<file path="config.mk">
export PLATFORM = sky130hd
export DESIGN_NAME = magnetometer_minmax_calibrator
export DESIGN_NICKNAME = d
export VERILOG_FILES = /design/src/rtl/mmcal_pkg.sv /design/src/rtl/magnetometer_minmax_calibrator.sv
export SDC_FILE = /design/constraint.sdc
export NUM_CORES = 1
export LEC_CHECK = 0
export BUFFER_PORTS_ARGS = -buffer_cell sky130_fd_sc_hd__buf_2
export CORE_MARGIN = 2
export CORE_UTILIZATION = 50
export CTS_CLUSTER_SIZE = 16
export DETAILED_ROUTE_END_ITERATION = 8
export GPL_TIMING_DRIVEN = 0
export PLACE_DENSITY_LB_ADDON = 0.12
export SLEW_MARGIN = 20
export SYNTH_ARGS = -nofsm -noshare
export SYNTH_HDL_FRONTEND = slang
export SYNTH_SLANG_ARGS = --single-unit
</file>
<file path="constraint.sdc">
create_clock -name clk -period 8.1 [get_ports clk]
set_clock_uncertainty 0.2 [all_clocks]
set_input_delay 1.62 -clock clk [delete_from_list [all_inputs] [get_ports clk]]
set_output_delay 1.62 -clock clk [all_outputs]
set_load 0.02 [all_outputs]
</file>
<file path="src/rtl/mmcal_pkg.sv">
`timescale 1ns / 1ps
`default_nettype none
package mmcal_pkg;

	localparam int SAMPLE_BITS_DEF     = 16;
	localparam int SCALE_FRAC_BITS_DEF = 14;
	localparam int COUNT_W             = 16;
	localparam int MIN_RANGE_W         = 16;
	localparam int SCALE_TOL_W         = 15;
	localparam int CFG_DATA_W          = 16;
	localparam int CFG_INDEX_W         = 1;

	localparam logic [MIN_RANGE_W-1:0] MIN_RANGE_RST = 16'd10;
	localparam logic [SCALE_TOL_W-1:0] SCALE_TOL_RST = 15'd3277;

	localparam logic [CFG_INDEX_W-1:0] CFG_MIN_RANGE = 1'b0;
	localparam logic [CFG_INDEX_W-1:0] CFG_SCALE_TOL = 1'b1;

	localparam logic CMD_SAMPLE = 1'b0;
	localparam logic CMD_FINISH = 1'b1;

	typedef enum logic [2:0] {
		ST_IDLE,
		ST_SUM,
		ST_SETUP,
		ST_DIV,
		ST_STORE,
		ST_DONE
	} state_t;

	typedef struct packed {
		logic busy;
		logic done;
		logic sum_en;
		logic setup_en;
		logic div_en;
		logic store_en;
	} ctl_t;

endpackage
`default_nettype wire

</file>
<file path="src/rtl/magnetometer_minmax_calibrator.sv">
`timescale 1ns / 1ps
`default_nettype none
// Three-axis magnetometer min/max calibrator. A sample item (command 0) is taken
// on any cycle where start is high and busy is low; it updates the per-axis
// extremes in that same cycle and produces no result, so samples can stream at
// one per clock. A finish item (command 1) snapshots the run, clears the
// extremes and sample count, and raises busy while the three soft-iron scales
// are computed by one shared restoring divider that retires one quotient bit
// per cycle. Busy stays high until all three scales are stored; an axis scale
// forced to 1.0 or saturated skips the divider. In the last busy cycle done
// pulses for exactly one clock with the result on the output ports. There is
// no backpressure: the receiver must capture the result on that clock.
// Offsets are max+min (half-count units), scales are avg_range/range in
// unsigned Q2.SCALE_FRAC_BITS rounded half up and saturating. Configuration
// writes (cfg_write/cfg_index/cfg_data) take effect at once and are to be
// issued only while busy is low.
module magnetometer_minmax_calibrator #(
	parameter int SAMPLE_BITS     = mmcal_pkg::SAMPLE_BITS_DEF,
	parameter int SCALE_FRAC_BITS = mmcal_pkg::SCALE_FRAC_BITS_DEF
) (
	input  wire logic                                clk,
	input  wire logic                                arst_n,
	input  wire logic                                start,
	output logic                                     busy,
	input  wire logic                                command,
	input  wire logic signed [SAMPLE_BITS-1:0]       mag_x,
	input  wire logic signed [SAMPLE_BITS-1:0]       mag_y,
	input  wire logic signed [SAMPLE_BITS-1:0]       mag_z,
	output logic                                     done,
	output logic signed [SAMPLE_BITS:0]              offset_x,
	output logic signed [SAMPLE_BITS:0]              offset_y,
	output logic signed [SAMPLE_BITS:0]              offset_z,
	output logic [SCALE_FRAC_BITS+1:0]               scale_x,
	output logic [SCALE_FRAC_BITS+1:0]               scale_y,
	output logic [SCALE_FRAC_BITS+1:0]               scale_z,
	output logic                                     range_ok,
	output logic                                     scale_ok,
	output logic [mmcal_pkg::COUNT_W-1:0]            sample_count,
	input  wire logic                                cfg_write,
	input  wire logic [mmcal_pkg::CFG_INDEX_W-1:0]   cfg_index,
	input  wire logic [mmcal_pkg::CFG_DATA_W-1:0]    cfg_data
);
	import mmcal_pkg::*;

	localparam int W    = SAMPLE_BITS;
	localparam int F    = SCALE_FRAC_BITS;
	localparam int SW   = F + 2;               // scale width
	localparam int SUMW = W + 2;               // sum of three ranges, also 3*range
	localparam int DW   = W + 3;               // divisor 6*range
	localparam int NW   = W + F + 3;           // dividend (sum << (F+1)) + 3*range
	localparam int STW  = $clog2(F + 2);
	localparam int RW   = (W > MIN_RANGE_W) ? W : MIN_RANGE_W;
	localparam int TW   = (SW > SCALE_TOL_W) ? SW : SCALE_TOL_W;

	localparam logic signed [W-1:0] SAMP_MAX  = {1'b0, {(W-1){1'b1}}};
	localparam logic signed [W-1:0] SAMP_MIN  = {1'b1, {(W-1){1'b0}}};
	localparam logic [SW-1:0]       SCALE_ONE = SW'(1) << F;
	localparam logic [SW-1:0]       SCALE_MAX = {SW{1'b1}};
	localparam logic [COUNT_W-1:0]  COUNT_MAX = {COUNT_W{1'b1}};

	state_t state_q, state_d;
	ctl_t   ctl;

	// config
	logic [MIN_RANGE_W-1:0] min_range_q;
	logic [SCALE_TOL_W-1:0] scale_tol_q;

	// running extremes
	logic signed [W-1:0] mag   [3];
	logic signed [W-1:0] min_q [3];
	logic signed [W-1:0] max_q [3];
	logic [COUNT_W-1:0]  count_q;

	// run snapshot
	logic [W-1:0]        range_q [3];
	logic signed [W:0]   off_q   [3];
	logic [COUNT_W-1:0]  snap_count_q;
	logic [SUMW-1:0]     sum_q;
	logic                rok_q;
	logic                sok_q;
	logic [SW-1:0]       scale_q [3];

	// divider
	logic [1:0]          axis_q;
	logic [STW-1:0]      step_q;
	logic [DW-1:0]       den_q;
	logic [DW-1:0]       rem_q;
	logic [SW-1:0]       nlo_q;
	logic [SW-1:0]       quot_q;

	logic                accept;
	logic                special;

	logic [W-1:0]        range_d [3];
	logic signed [W:0]   off_d   [3];
	logic [W-1:0]        r_sel;
	logic [SUMW-1:0]     r3;
	logic [DW-1:0]       den_d;
	logic [NW-1:0]       num_d;
	logic [W:0]          nhi;
	logic                sat;
	logic [DW:0]         trial;
	logic [DW:0]         trial_diff;
	logic                ge;
	logic [SW-1:0]       dev;

	assign accept = start && !busy;
	assign mag[0] = mag_x;
	assign mag[1] = mag_y;
	assign mag[2] = mag_z;

	// snapshot of each axis at finish; an empty run reads as zero span and offset
	always_comb begin
		for (int i = 0; i < 3; i++) begin
			logic signed [W:0] hi_e;
			logic signed [W:0] lo_e;
			logic signed [W:0] diff;
			hi_e = {max_q[i][W-1], max_q[i]};
			lo_e = {min_q[i][W-1], min_q[i]};
			diff = hi_e - lo_e;
			range_d[i] = (count_q == '0) ? '0 : diff[W-1:0];
			off_d[i]   = (count_q == '0) ? '0 : (hi_e + lo_e);
		end
	end

	// per-axis divider setup: N = (sum << (F+1)) + 3r, D = 6r
	always_comb begin
		r_sel   = range_q[axis_q];
		r3      = SUMW'(r_sel) + (SUMW'(r_sel) << 1);
		den_d   = {r3, 1'b0};
		num_d   = (NW'(sum_q) << (F + 1)) + NW'(r3);
		nhi     = num_d[NW-1:F+2];
		// quotient would not fit in SW bits (covers D == 0 too)
		sat     = DW'(nhi) >= den_d;
		special = (sum_q == '0) || sat;
	end

	// one restoring step: shift in the next dividend bit, subtract if it fits
	always_comb begin
		trial      = {rem_q, nlo_q[SW-1]};
		trial_diff = trial - {1'b0, den_q};
		ge         = trial >= {1'b0, den_q};
	end

	always_comb begin
		dev = (quot_q >= SCALE_ONE) ? (quot_q - SCALE_ONE) : (SCALE_ONE - quot_q);
	end

	// next state
	always_comb begin
		state_d = state_q;
		case (state_q)
			ST_IDLE: begin
				if (accept && command == CMD_FINISH) state_d = ST_SUM;
			end
			ST_SUM:   state_d = ST_SETUP;
			ST_SETUP: state_d = special ? ST_STORE : ST_DIV;
			ST_DIV: begin
				if (step_q == STW'(F + 1)) state_d = ST_STORE;
			end
			ST_STORE: state_d = (axis_q == 2'd2) ? ST_DONE : ST_SETUP;
			ST_DONE:  state_d = ST_IDLE;
			default:  state_d = ST_IDLE;
		endcase
	end

	// control outputs
	always_comb begin
		ctl = '0;
		case (state_q)
			ST_IDLE:  ctl.busy = 1'b0;
			ST_SUM: begin
				ctl.busy   = 1'b1;
				ctl.sum_en = 1'b1;
			end
			ST_SETUP: begin
				ctl.busy     = 1'b1;
				ctl.setup_en = 1'b1;
			end
			ST_DIV: begin
				ctl.busy   = 1'b1;
				ctl.div_en = 1'b1;
			end
			ST_STORE: begin
				ctl.busy     = 1'b1;
				ctl.store_en = 1'b1;
			end
			ST_DONE: begin
				ctl.busy = 1'b1;
				ctl.done = 1'b1;
			end
			default:  ctl = '0;
		endcase
	end

	assign busy = ctl.busy;
	assign done = ctl.done;

	always_ff @(posedge clk or negedge arst_n) begin
		if (!arst_n) begin
			state_q <= ST_IDLE;
		end else begin
			state_q <= state_d;
		end
	end

	// configuration registers
	always_ff @(posedge clk or negedge arst_n) begin
		if (!arst_n) begin
			min_range_q <= MIN_RANGE_RST;
			scale_tol_q <= SCALE_TOL_RST;
		end else if (cfg_write) begin
			case (cfg_index)
				CFG_MIN_RANGE: min_range_q <= cfg_data[MIN_RANGE_W-1:0];
				CFG_SCALE_TOL: scale_tol_q <= cfg_data[SCALE_TOL_W-1:0];
				default:       ;
			endcase
		end
	end

	// running min/max and sample count; finish clears them for a new run
	always_ff @(posedge clk or negedge arst_n) begin
		if (!arst_n) begin
			for (int i = 0; i < 3; i++) begin
				min_q[i] <= SAMP_MAX;
				max_q[i] <= SAMP_MIN;
			end
			count_q <= '0;
		end else if (accept) begin
			if (command == CMD_SAMPLE) begin
				for (int i = 0; i < 3; i++) begin
					if (mag[i] < min_q[i]) min_q[i] <= mag[i];
					if (mag[i] > max_q[i]) max_q[i] <= mag[i];
				end
				if (count_q != COUNT_MAX) count_q <= count_q + 1'b1;
			end else begin
				for (int i = 0; i < 3; i++) begin
					min_q[i] <= SAMP_MAX;
					max_q[i] <= SAMP_MIN;
				end
				count_q <= '0;
			end
		end
	end

	// snapshot, flags and divider datapath
	always_ff @(posedge clk) begin
		if (accept && command == CMD_FINISH) begin
			for (int i = 0; i < 3; i++) begin
				range_q[i] <= range_d[i];
				off_q[i]   <= off_d[i];
			end
			snap_count_q <= count_q;
		end
		if (ctl.sum_en) begin
			sum_q  <= SUMW'(range_q[0]) + SUMW'(range_q[1]) + SUMW'(range_q[2]);
			rok_q  <= (RW'(range_q[0]) >= RW'(min_range_q)) &&
				  (RW'(range_q[1]) >= RW'(min_range_q)) &&
				  (RW'(range_q[2]) >= RW'(min_range_q));
			sok_q  <= 1'b1;
			axis_q <= 2'd0;
		end
		if (ctl.setup_en) begin
			den_q  <= den_d;
			rem_q  <= DW'(nhi);
			nlo_q  <= num_d[SW-1:0];
			step_q <= '0;
			if (sum_q == '0) begin
				quot_q <= SCALE_ONE;
			end else if (sat) begin
				quot_q <= SCALE_MAX;
			end
		end
		if (ctl.div_en) begin
			rem_q  <= ge ? trial_diff[DW-1:0] : trial[DW-1:0];
			nlo_q  <= {nlo_q[SW-2:0], 1'b0};
			quot_q <= {quot_q[SW-2:0], ge};
			step_q <= step_q + 1'b1;
		end
		if (ctl.store_en) begin
			scale_q[axis_q] <= quot_q;
			if (TW'(dev) > TW'(scale_tol_q)) sok_q <= 1'b0;
			// one flat axis with motion on the others
			if (sum_q != '0 && r_sel == '0) sok_q <= 1'b0;
			axis_q <= axis_q + 2'd1;
		end
	end

	assign offset_x     = off_q[0];
	assign offset_y     = off_q[1];
	assign offset_z     = off_q[2];
	assign scale_x      = scale_q[0];
	assign scale_y      = scale_q[1];
	assign scale_z      = scale_q[2];
	assign range_ok     = rok_q;
	assign scale_ok     = sok_q;
	assign sample_count = snap_count_q;

	// finish item always leads to the busy phase
	assert property (@(posedge clk) disable iff (!arst_n)
		(accept && command == CMD_FINISH) |=> busy)
		else $error("finish item did not start computation");

	// block is ready again right after the result strobe
	assert property (@(posedge clk) disable iff (!arst_n)
		done |=> !busy)
		else $error("busy still high after result");

	// partial remainder stays below the divisor while dividing
	assert property (@(posedge clk) disable iff (!arst_n)
		(state_q == ST_DIV) |-> (rem_q < den_q))
		else $error("divider remainder out of range");

	// all three axes are stored before the strobe
	assert property (@(posedge clk) disable iff (!arst_n)
		done |-> (axis_q == 2'd3))
		else $error("result strobe before all axes were done");

endmodule
`default_nettype wire
</file>
== Word level (Yosys, flattened, before mapping) ==
Memories as Yosys holds them, arrays and structs flattened. A register that Yosys moved wholly into a read port is not among the register bits.
Cells that the tools add are included.

* Memory bits (writable): 147
* Word-level logic and storage cells: 148
* Bits of input ports: 70
* Output and inout bits: 119
* Memories kept: 3
* Register bits after elaboration: 257

* $add $sub $neg: 16
* $lt $le $gt $ge: 13
* Muxes and demuxes: 50
* Reduce and logical (&&, ||, !) cells: 34
* Equality and inequality tests: 10
* Bitwise logic cells: 1

{| class="wikitable"
|+ Memories
! name !! depth !! width !! rd ports !! clocked after Yosys merged registers in !! wr ports !! RTL line !! text
|-
| off_q || 3 || 17 || 3 || 0 || 3 || magnetometer_minmax_calibrator.sv:76 || <nowiki>logic signed [W:0] off_q [3];</nowiki>
|-
| range_q || 3 || 16 || 4 || 1 || 3 || magnetometer_minmax_calibrator.sv:75 || <nowiki>logic [W-1:0] range_q [3];</nowiki>
|-
| scale_q || 3 || 16 || 3 || 0 || 1 || magnetometer_minmax_calibrator.sv:81 || <nowiki>logic [SW-1:0] scale_q [3];</nowiki>
|}

{| class="wikitable"
|+ Operator list
! operator !! number
|-
| 2-to-1 mux 16 bit || 18
|-
| 2-to-1 mux 48 bit || 2
|-
| adder 16 x 16 -> 17 bit || 4
|-
| 2-to-1 mux 19 bit || 3
|-
| 2-to-1 mux 17 bit || 3
|-
| greater-or-equal comparator 16 bit || 3
|-
| > comparator 16 bit || 3
|-
| < comparator 16 bit || 3
|-
| subtractor 16 bit || 3
|-
| adder 33 x 18 -> 33 bit || 1
|-
| zero test 16 bit || 2
|-
| AND reduction 2 bit || 11
|-
| greater-or-equal comparator 20 x 19 -> 1 bit || 1
|-
| greater-or-equal comparator 17 x 19 -> 1 bit || 1
|-
| subtractor 19 bit || 1
|-
| adder 16 x 17 -> 18 bit || 1
|-
| adder 17 x 16 -> 18 bit || 1
|-
| zero test 18 bit || 1
|-
| nonzero test 18 bit || 1
|-
| nonzero test 2 bit || 9
|-
| adder 16 x 1 -> 16 bit, second input constant || 1
|-
| greater-or-equal comparator 16 x 15 -> 1 bit, second input constant || 1
|-
| > comparator 16 x 15 -> 1 bit || 1
|-
| != test 16 bit, second input constant || 1
|-
| 22 further kinds || 48
|}

== Logic depth before layout (Yosys ltp) ==
Gate-level depths: netlist of the first run.

* Depth in word-level cells: 8
* Depth in mapped cells: 27

== Least setup slack after synthesis of the first run ==
No wires, ideal clock.

* Path type: reg-to-reg
* Start point: register (tool-made name)
* End point: register quot_q[0] (enable)
* Clock period less this slack: 6411 ps
* Data arrival time: 5836 ps
* Path slack: 1689 ps
* Setup time: 375 ps
* Stages on the path, launching flop included: 28
* Path through: dfxtp_1 -> clkbuf_1 -> clkbuf_1 -> mux2i_1 -> o21a_1 -> inv_1 -> ha_1 -> fa_1 -> a21oi_1 -> o21ai_0 -> o2bb2ai_1 -> o211ai_1 -> xor2_1 -> ha_1 -> inv_1 -> fa_1 -> inv_1 -> a21o_1 -> nand4_1 -> xnor2_1 -> ha_1 -> nand4_1 -> nor4_1 -> o41ai_1 -> a21oi_1 -> nor3_1 -> nor3_2 -> o31a_1

{| class="wikitable"
|+ RTL lines
! what !! RTL line !! text
|-
| to (signal assigned) || magnetometer_minmax_calibrator.sv:277 || <nowiki>quot_q <= {quot_q[SW-2:0], ge};</nowiki>
|-
| to (decl) || magnetometer_minmax_calibrator.sv:89 || <nowiki>logic [SW-1:0] quot_q;</nowiki>
|}

==> results.md, run 1 <==
- Status: complete, no violations
- Critical path launch point type: flip-flop
- H-tree levels: 2
- Yosys cell types: 94
- DRT iter0 DRCs: 1,410
- Placement Rows: between 80 and 90
- Worst setup path end: quot_q[0]
- Wire length per cell: 19.9 um
- Reg2Reg Setup Slack: 0.69 ns
- # diodes: 0
- Max-cap violations: 0
- CTS buffer count: 46
- Tcrit/Tclk final: 91.4%
- Vias in the first global route: between 20,000 and 25,000
- TNS Setup: 0 ns
- Port Buffers: 188
- Overall Global Routing Usage: 26.4%
- DRC Markers: 0
- Clk_lat worst skew: 0.59 ns
- Finished Layout Cells: 3,826
- Final Hold Fails: 0
- Leakage power: 13.9 nW
- DP HPWL: approximately 60 mm
- R2R depth: 26
- Worst Path Arrival: 7.46 ns
- Longest Clk Path Bufs: 3
- Final setup viols: 0
- CTS tree: built
- Total core area: between 50,000 and 60,000 um2
- ANT nets after route: 0
- CTS clk-pin slew, worst paths: 0.07 ns
- Area Growth Syn to Fin: 12.9%
- Synth async-reset ratio: 36.2%
- Critical Path End Type: flip-flop
- Die Y: between 200 and 250 um
- First-pass GRT wire length: 120 mm
- Min-Delay Path Depth: 0
- Cells after DPL: 3,742
- Synth Flop Type: edfxtp_1
- Syn Std Cell Area: between 20,000 and 30,000 um2
- Layout cells sized above 1: 13.6%
- Initial core utilization: 50.7%
- GPL Wtd Cong: 0.918
- Slew Viols, Final: 0
- Critical path class: flip-flop to flip-flop
- EDFF count, synth: between 200 and 300
- Die width: 241 um
- Maximum clock frequency: 135 MHz
- Mean Syn Cell Area: ~10 um2
- Detailed Route WL: 76.0 mm
- Die ar.: slightly below 60,000 um2
- Final Net Count: between 3,000 and 4,000
- Warnings from Yosys: 0
- Slew HR: 29.2%
- CTS Sinks: about 400
- Reg-to-Reg End: quot_q[0]
- Share of the synthesized area in the top cell type: 27.1%
- Cells after Synth: 2,801
- Pwr/cell area: ~480 nW/um2
- DR vias/cell: 5.81
- Hold Crit Class: flip-flop to flip-flop
- IO Count: 189
- Register area share after synthesis: 40.7%
- Vias: 22,200
- Drt pass-1 iters: 5
- Synth top area cells: edfxtp_1 (27%), ha_1 (15%), dfrtp_1 (7.9%), dfstp_2 (5.3%), inv_1 (3.7%)
- RSZ-0062 raised after global routing: no
- Worst EP required: slightly above 8 ns
- Actual slew at the worst max-slew pin: 1.06 ns
- Largest net degree at the start of global routing: 75
- Synth Register Bits: 403
- Worst Path Max Fanout: 16
- Clock Root Buffer: clkbuf_16
- Post-CTS setup repair buffer count: 0
- Grt total ovfl: 0
- Synthesized Nets: 3,232
- Initial antenna violation count: 3
- Worst VDD drop: between 200 and 300 uV
- Largest area contributor in the netlist: edfxtp_1
- # fillers: a little under 5,000
- Fin crit period: 7.41 ns
[registers in the layout, indices dropped and copies added (netlist names), named ones only]
name and count:
off_q 51, range_q 45, step_q 4, range_ok 1
sample_count 16, scale_q 48, sum_q 18, nlo_q 16
den_q 18, quot_q 16, min_range_q 16, scale_ok 1
state_q 3, scale_tol_q 15, min_q 48, axis_q 2
rem_q 19, max_q 48, count_q 16
[Yosys cell counts, types with 26 or more instances]
cell / number
ha_1: 335
edfxtp_1: 253
fa_1: 26
and3_1: 33
nand3_1: 97
o21ai_0: 142
nand2b_1: 29
nor2_1: 219
clkbuf_1: 61
a21oi_1: 158
nand4_1: 39
nand2_1: 143
nor2b_1: 34
xor2_1: 29
a22oi_1: 28
nor3_1: 49
nor3b_1: 37
mux2i_1: 40
o22a_1: 46
xnor2_1: 82
dfrtp_1: 89
a21o_1: 67
o21a_1: 65
dfstp_2: 57
inv_1: 275
[final cells by class]
class / count / area, um2 / share of cell area, %
Clock inverter: 21 / 299 / 0.945
Buffer: 100 / 477 / 1.51
Tap cell: 748 / 936 / 2.96
Multi-Input combinational cell: 2021 / 15100 / 47.8
Inverter: 276 / 1040 / 3.27
Sequential cell: 403 / 11400 / 36.0
Clock buffer: 64 / 1310 / 4.14
Timing Repair Buffer: 193 / 1060 / 3.34
[critical path: stages, from the launching register on]
cell and delay [ns]:
dfxtp_1 0.45, clkbuf_1 0.39, buf_1 0.41, o21a_1 0.23
inv_1 0.10, ha_1 0.24, fa_1 0.41, a21oi_1 0.20
o21ai_0 0.16, o2bb2ai_1 0.39, o211ai_1 0.21, xor2_1 0.41
ha_1 0.26, inv_1 0.06, fa_1 0.39, inv_1 0.07
a21o_1 0.25, nand4_1 0.15, xnor2_1 0.36, ha_1 0.23
nand4_1 0.12, nor4_1 0.29, o41ai_1 0.14, a21oi_1 0.18
nor3_1 0.08, nor3_2 0.34, o31a_4 0.34
[routing by layer]
layer,vias to the layer above,part of all wire (%),GRT usage [%]
li1,10700,-,-
met1,10800,44,34.9
met2,596,48,45.0
met3,113,4.7,3.41
met4,4,3.3,8.77
met5,-,0.037,0
[logic make-up after synthesis]
kind of cell / count (synthesis) / synth area share, %
compound gates: 723 / 17.6
xor+xnor: 112 / 3.53
fa+ha+maj: 361 / 16.8
buf+inv: 377 / 5.39
flops: 403 / 40.7
mux: 59 / 2.19
simple gates: 766 / 13.8
[power breakdown]
group / leakage, nW / internal, mW / switching, mW
Sequential: 4.02 / 3.35 / 0.563
Combinational: 9.08 / 3.54 / 5.58
Clock: 0.772 / 1.36 / 0.868
Total: 13.9 / 8.24 / 7.01
[what timing repair did]
item | 4_1_cts | 5_1_grt
setup endpoints to repair | 0 | 16
resized for setup | 0 | 4
hold buffers | 0 | 0
[how the worst min path moves through the flow]
stage,start,to,slack [ns]
after global placement,count_q[7],sample_count[7],0.23
after CTS,count_q[7],sample_count[7],0.25
after detailed placement,count_q[7],sample_count[7],0.23
after global routing,count_q[7],sample_count[7],0.27
final,count_q[7],sample_count[7],0.25
after floorplan,count_q[7],sample_count[7],0.22
[cell usage in the layout (no fill, tap or decap), drive strengths merged, types with 18 or more instances in the layout]
master and count:
ha 335, inv 278, edfxtp 253, buf 233
nor2 219, a21oi 159, o21ai 150, nand2 143
clkbuf 124, nand3 98, dfrtp 89, xnor2 83
o21a 68, a21o 67, dfstp 57, nor3 51
o22a 46, mux2i 40, nand4 40, nor3b 37
nor2b 34, and3 33, xor2 29, nand2b 29
a22oi 28, a31oi 28, fa 26, or3 23
mux2 19, nor4 18
[stage by stage]
stage | worst slack [ns] | cell area [um2] | hold slack, ns | utilization, % | power (mW)
after floorplan | 1.69 | 28000 | 0.223 | - | 10.4
after global placement | -0.557 | 29900 | 0.232 | 54.1 | 12.7
after detailed placement | 0.134 | 30000 | 0.234 | 54.3 | 12.9
after CTS | 0.0465 | 31600 | 0.249 | 57.2 | 15.2
after global routing | 0.0902 | 31700 | 0.274 | 57.2 | 16.5
final | 0.693 | 31700 | 0.249 | 57.2 | 15.3
Power figures use the tool's default switching activity.
==> inputs of run 2 (changes only) <==
--- a/config.mk
+++ b/config.mk
@@ -5,9 +5,10 @@
 export SDC_FILE = /design/constraint.sdc
 export NUM_CORES = 1
 export LEC_CHECK = 0
+export ABC_AREA = 1
 export BUFFER_PORTS_ARGS = -buffer_cell sky130_fd_sc_hd__buf_2
 export CORE_MARGIN = 2
-export CORE_UTILIZATION = 50
+export CORE_UTILIZATION = 40
 export CTS_CLUSTER_SIZE = 16
 export DETAILED_ROUTE_END_ITERATION = 8
 export GPL_TIMING_DRIVEN = 0
==> run 2 against run 1 <==
Synthesized cell count increased by 14%. Critical path depth increased by 7. Synthesized area decreased by 1.5%. Design area decreased by 0.43%. Total power decreased by 69%. Maximum frequency decreased by 1.2%. Sequential power decreased by 44%. Setup slack got worse by 0.087 ns. Clock power about the same. Global-route usage decreased by 4.2 points. First-iteration DRC count increased by 4.2%.
==> results.md, run 2 <==
- Status: complete, no violations
- Resize count post-CTS: 0
- Largest net degree at the start of global routing: 89
- Die ar.: 71,100 um2
- Largest area contributor in the netlist: edfxtp_1
- Top cell by count, worst path: nand2_1
- Synth Flop Type: edfxtp_1
- Drt pass-1 iters: 5
- First-pass GRT wire length: between 100 and 150 mm
- Worst Path Max Fanout: 15
- Crit path max-delay cell type: dfxtp_1
- Longest Clk Path Bufs: 3
- CTS buffer count: between 40 and 50
- H-tree levels: 2
- Critical path launch point type: flip-flop
- DP HPWL: 63.0 mm
- Hold Crit Class: flip-flop to flip-flop
- Leakage power: 14.0 nW
- Grt total ovfl: 0
- Mean Syn Cell Area: 8.63 um2
- Share of the synthesized area in the top cell type: between 20% and 30%
- RSZ-0062 raised after global routing: no
- Post-synth top cells: nand2_1 (573), inv_1 (467), ha_1 (335)
- Cts hold-fix bufs: 0
- Area Growth Syn to Fin: 14.2%
- Synth top area cells: edfxtp_1 (28%), ha_1 (15%), dfrtp_1 (8.1%), nand2_1 (7.8%), inv_1 (6.4%)
- Yosys cell types: between 60 and 70
- ANT nets after route: 0
- Die width: 267 um
- Warnings from Yosys: 0
- Slew Viols, Final: 0
- Post-CTS setup repair buffer count: 0
- Synthesized Nets: approximately 3,600
- Most frequent cells in the layout: nand2_1 (573), inv_1 (467), ha_1 (334)
- Slew HR: 39.3%
- Max-cap violations: 0
- CTS Sinks: 403
- Met2 WL: 37.9 mm
- Final Net Count: 3,878
- GPL Wtd Cong: 0.908
- Cells after Synth: roughly 3,200
- Overall Global Routing Usage: between 20% and 30%
- Critical Path End Type: flip-flop
- CP peak stage delay: 0.55 ns
- CTS clk-pin slew, worst paths: roughly 0.060 ns
- # diodes: 0
- Fin Hold WS: 0.246 ns
- Max FFs per register: 51
- Die Y: 267 um
- DRT iter0 DRCs: 1,469
- Synth async-reset ratio: 36.2%
- Synth Register Bits: 403
- Syn Std Cell Area: 27,600 um2
- EDFF count, synth: 253
- Most common cell in the synthesized netlist: nand2_1
- WL met1: 36.5 mm
- Vias: 22,500
- Register area share after synthesis: 41.3%
- Worst VDD drop: 171 uV
- Maximum clock frequency: 133 MHz
- Initial antenna violation count: 0
- Detailed Route WL: 79.3 mm
- Clock Root Buffer: clkbuf_16
- Fin crit period: 7.49 ns
- Top routing layer in use: met4
- DRC Markers: 0
- Met3 Wirelength: 2.90 mm
- Vias in the first global route: about 22,000
- Wire length per cell: ~18 um
- Final Hold Fails: 0
- Most common cell after layout, fill and taps aside: nand2_1
- Worst Min Path Start: count_q[12]
- Port Buffers: about 190
- Biggest register: off_q
- Layout cells sized above 1: a little over an eighth
- Critical path class: flip-flop to flip-flop
- Total power draw: around 4.7 mW
- Placement Rows: 96
- Clk_lat worst skew: 0.61 ns
- Tcrit/Tclk final: 92.5%
- Actual slew at the worst max-slew pin: 0.911 ns
- # fillers: 6,687
- Total core area: 68,500 um2
- Worst EP required: 8.21 ns
- Worst Path Arrival: 7.60 ns
- IO Count: 189
- DR vias/cell: 5.16
- Pwr/cell area: 148 nW/um2
- Initial core utilization: 40.3%
- CTS tree: built
- Final setup viols: 0
-- run 2: cell families (layout without fill, tap and decap cells) --
family	Yosys count	count (layout)	synth area share [%]
flops	403	403	41.3
fa+ha+maj	361	361	17.1
simple gates	1059	1059	16.6
xor+xnor	74	74	2.35
compound gates	724	724	14.6
buf+inv	576	863	8.09
-- run 2: area by class of cell --
type	instances	area (um2)	share of cell area [%]
buffer	91	413	1.31
multi-input combinational	2218	14000	44.4
sequential	403	11400	36.2
clock inverter	26	348	1.10
timing repair buffer	201	1170	3.70
tap	882	1100	3.50
clock buffer	61	1270	4.03
inverter	484	1820	5.76
-- run 2: routing by layer --
layer / up-vias / global-route usage [%]
met5: - / 0
met4: 0 / 6.10
met3: 98 / 2.53
met2: 458 / 38.0
met1: 10700 / 29.7
li1: 11200 / -
-- run 2: path summary, 6_finish.rpt --
| path | cells after the start | slack [ns] | end |
|---|---|---|---|
| setup / recovery | 33 | 0.61 | quot_q[14] |
| hold / removal | 0 | 0.25 | sample_count[12] |
| setup reg to reg | 33 | 0.61 | quot_q[14] |
| hold reg to reg | 0 | 0.25 | sample_count[12] |
| max in group asynchronous | 2 | 6.08 | max_q[15] |
| min in group asynchronous | 1 | 0.74 | max_q[27] |
-- run 2: critical path, delay by kind of cell, from the launching register on --
family / cells / cell delay [ns]
xor+xnor: 2 / 0.34
compound gates: 7 / 1.82
fa+ha+maj: 4 / 1.34
simple gates: 15 / 2.12
buf+inv: 5 / 0.80
flops: 1 / 0.55
-- run 2: power breakdown --
group | internal [mW] | total (mW) | switching [mW]
combinational | 0.0873 | 0.245 | 0.158
clock | 1.31 | 2.23 | 0.915
sequential | 2.19 | 2.20 | 0.0118
-- run 2: per-stage QoR --
step	area, um2	std cells	setup WS, ns	util, %	setup TNS, ns
3_3_place_gp	29600	4266	-1.68	43.3	-95.78
3_5_place_dp	29900	4280	0.472	43.7	0
4_1_cts	31500	4367	0.431	46.0	0
2_1_floorplan	27600	3197	0.972	-	0
5_1_grt	31500	4366	0.0315	46.0	0
6_report	31500	4366	0.606	46.0	0
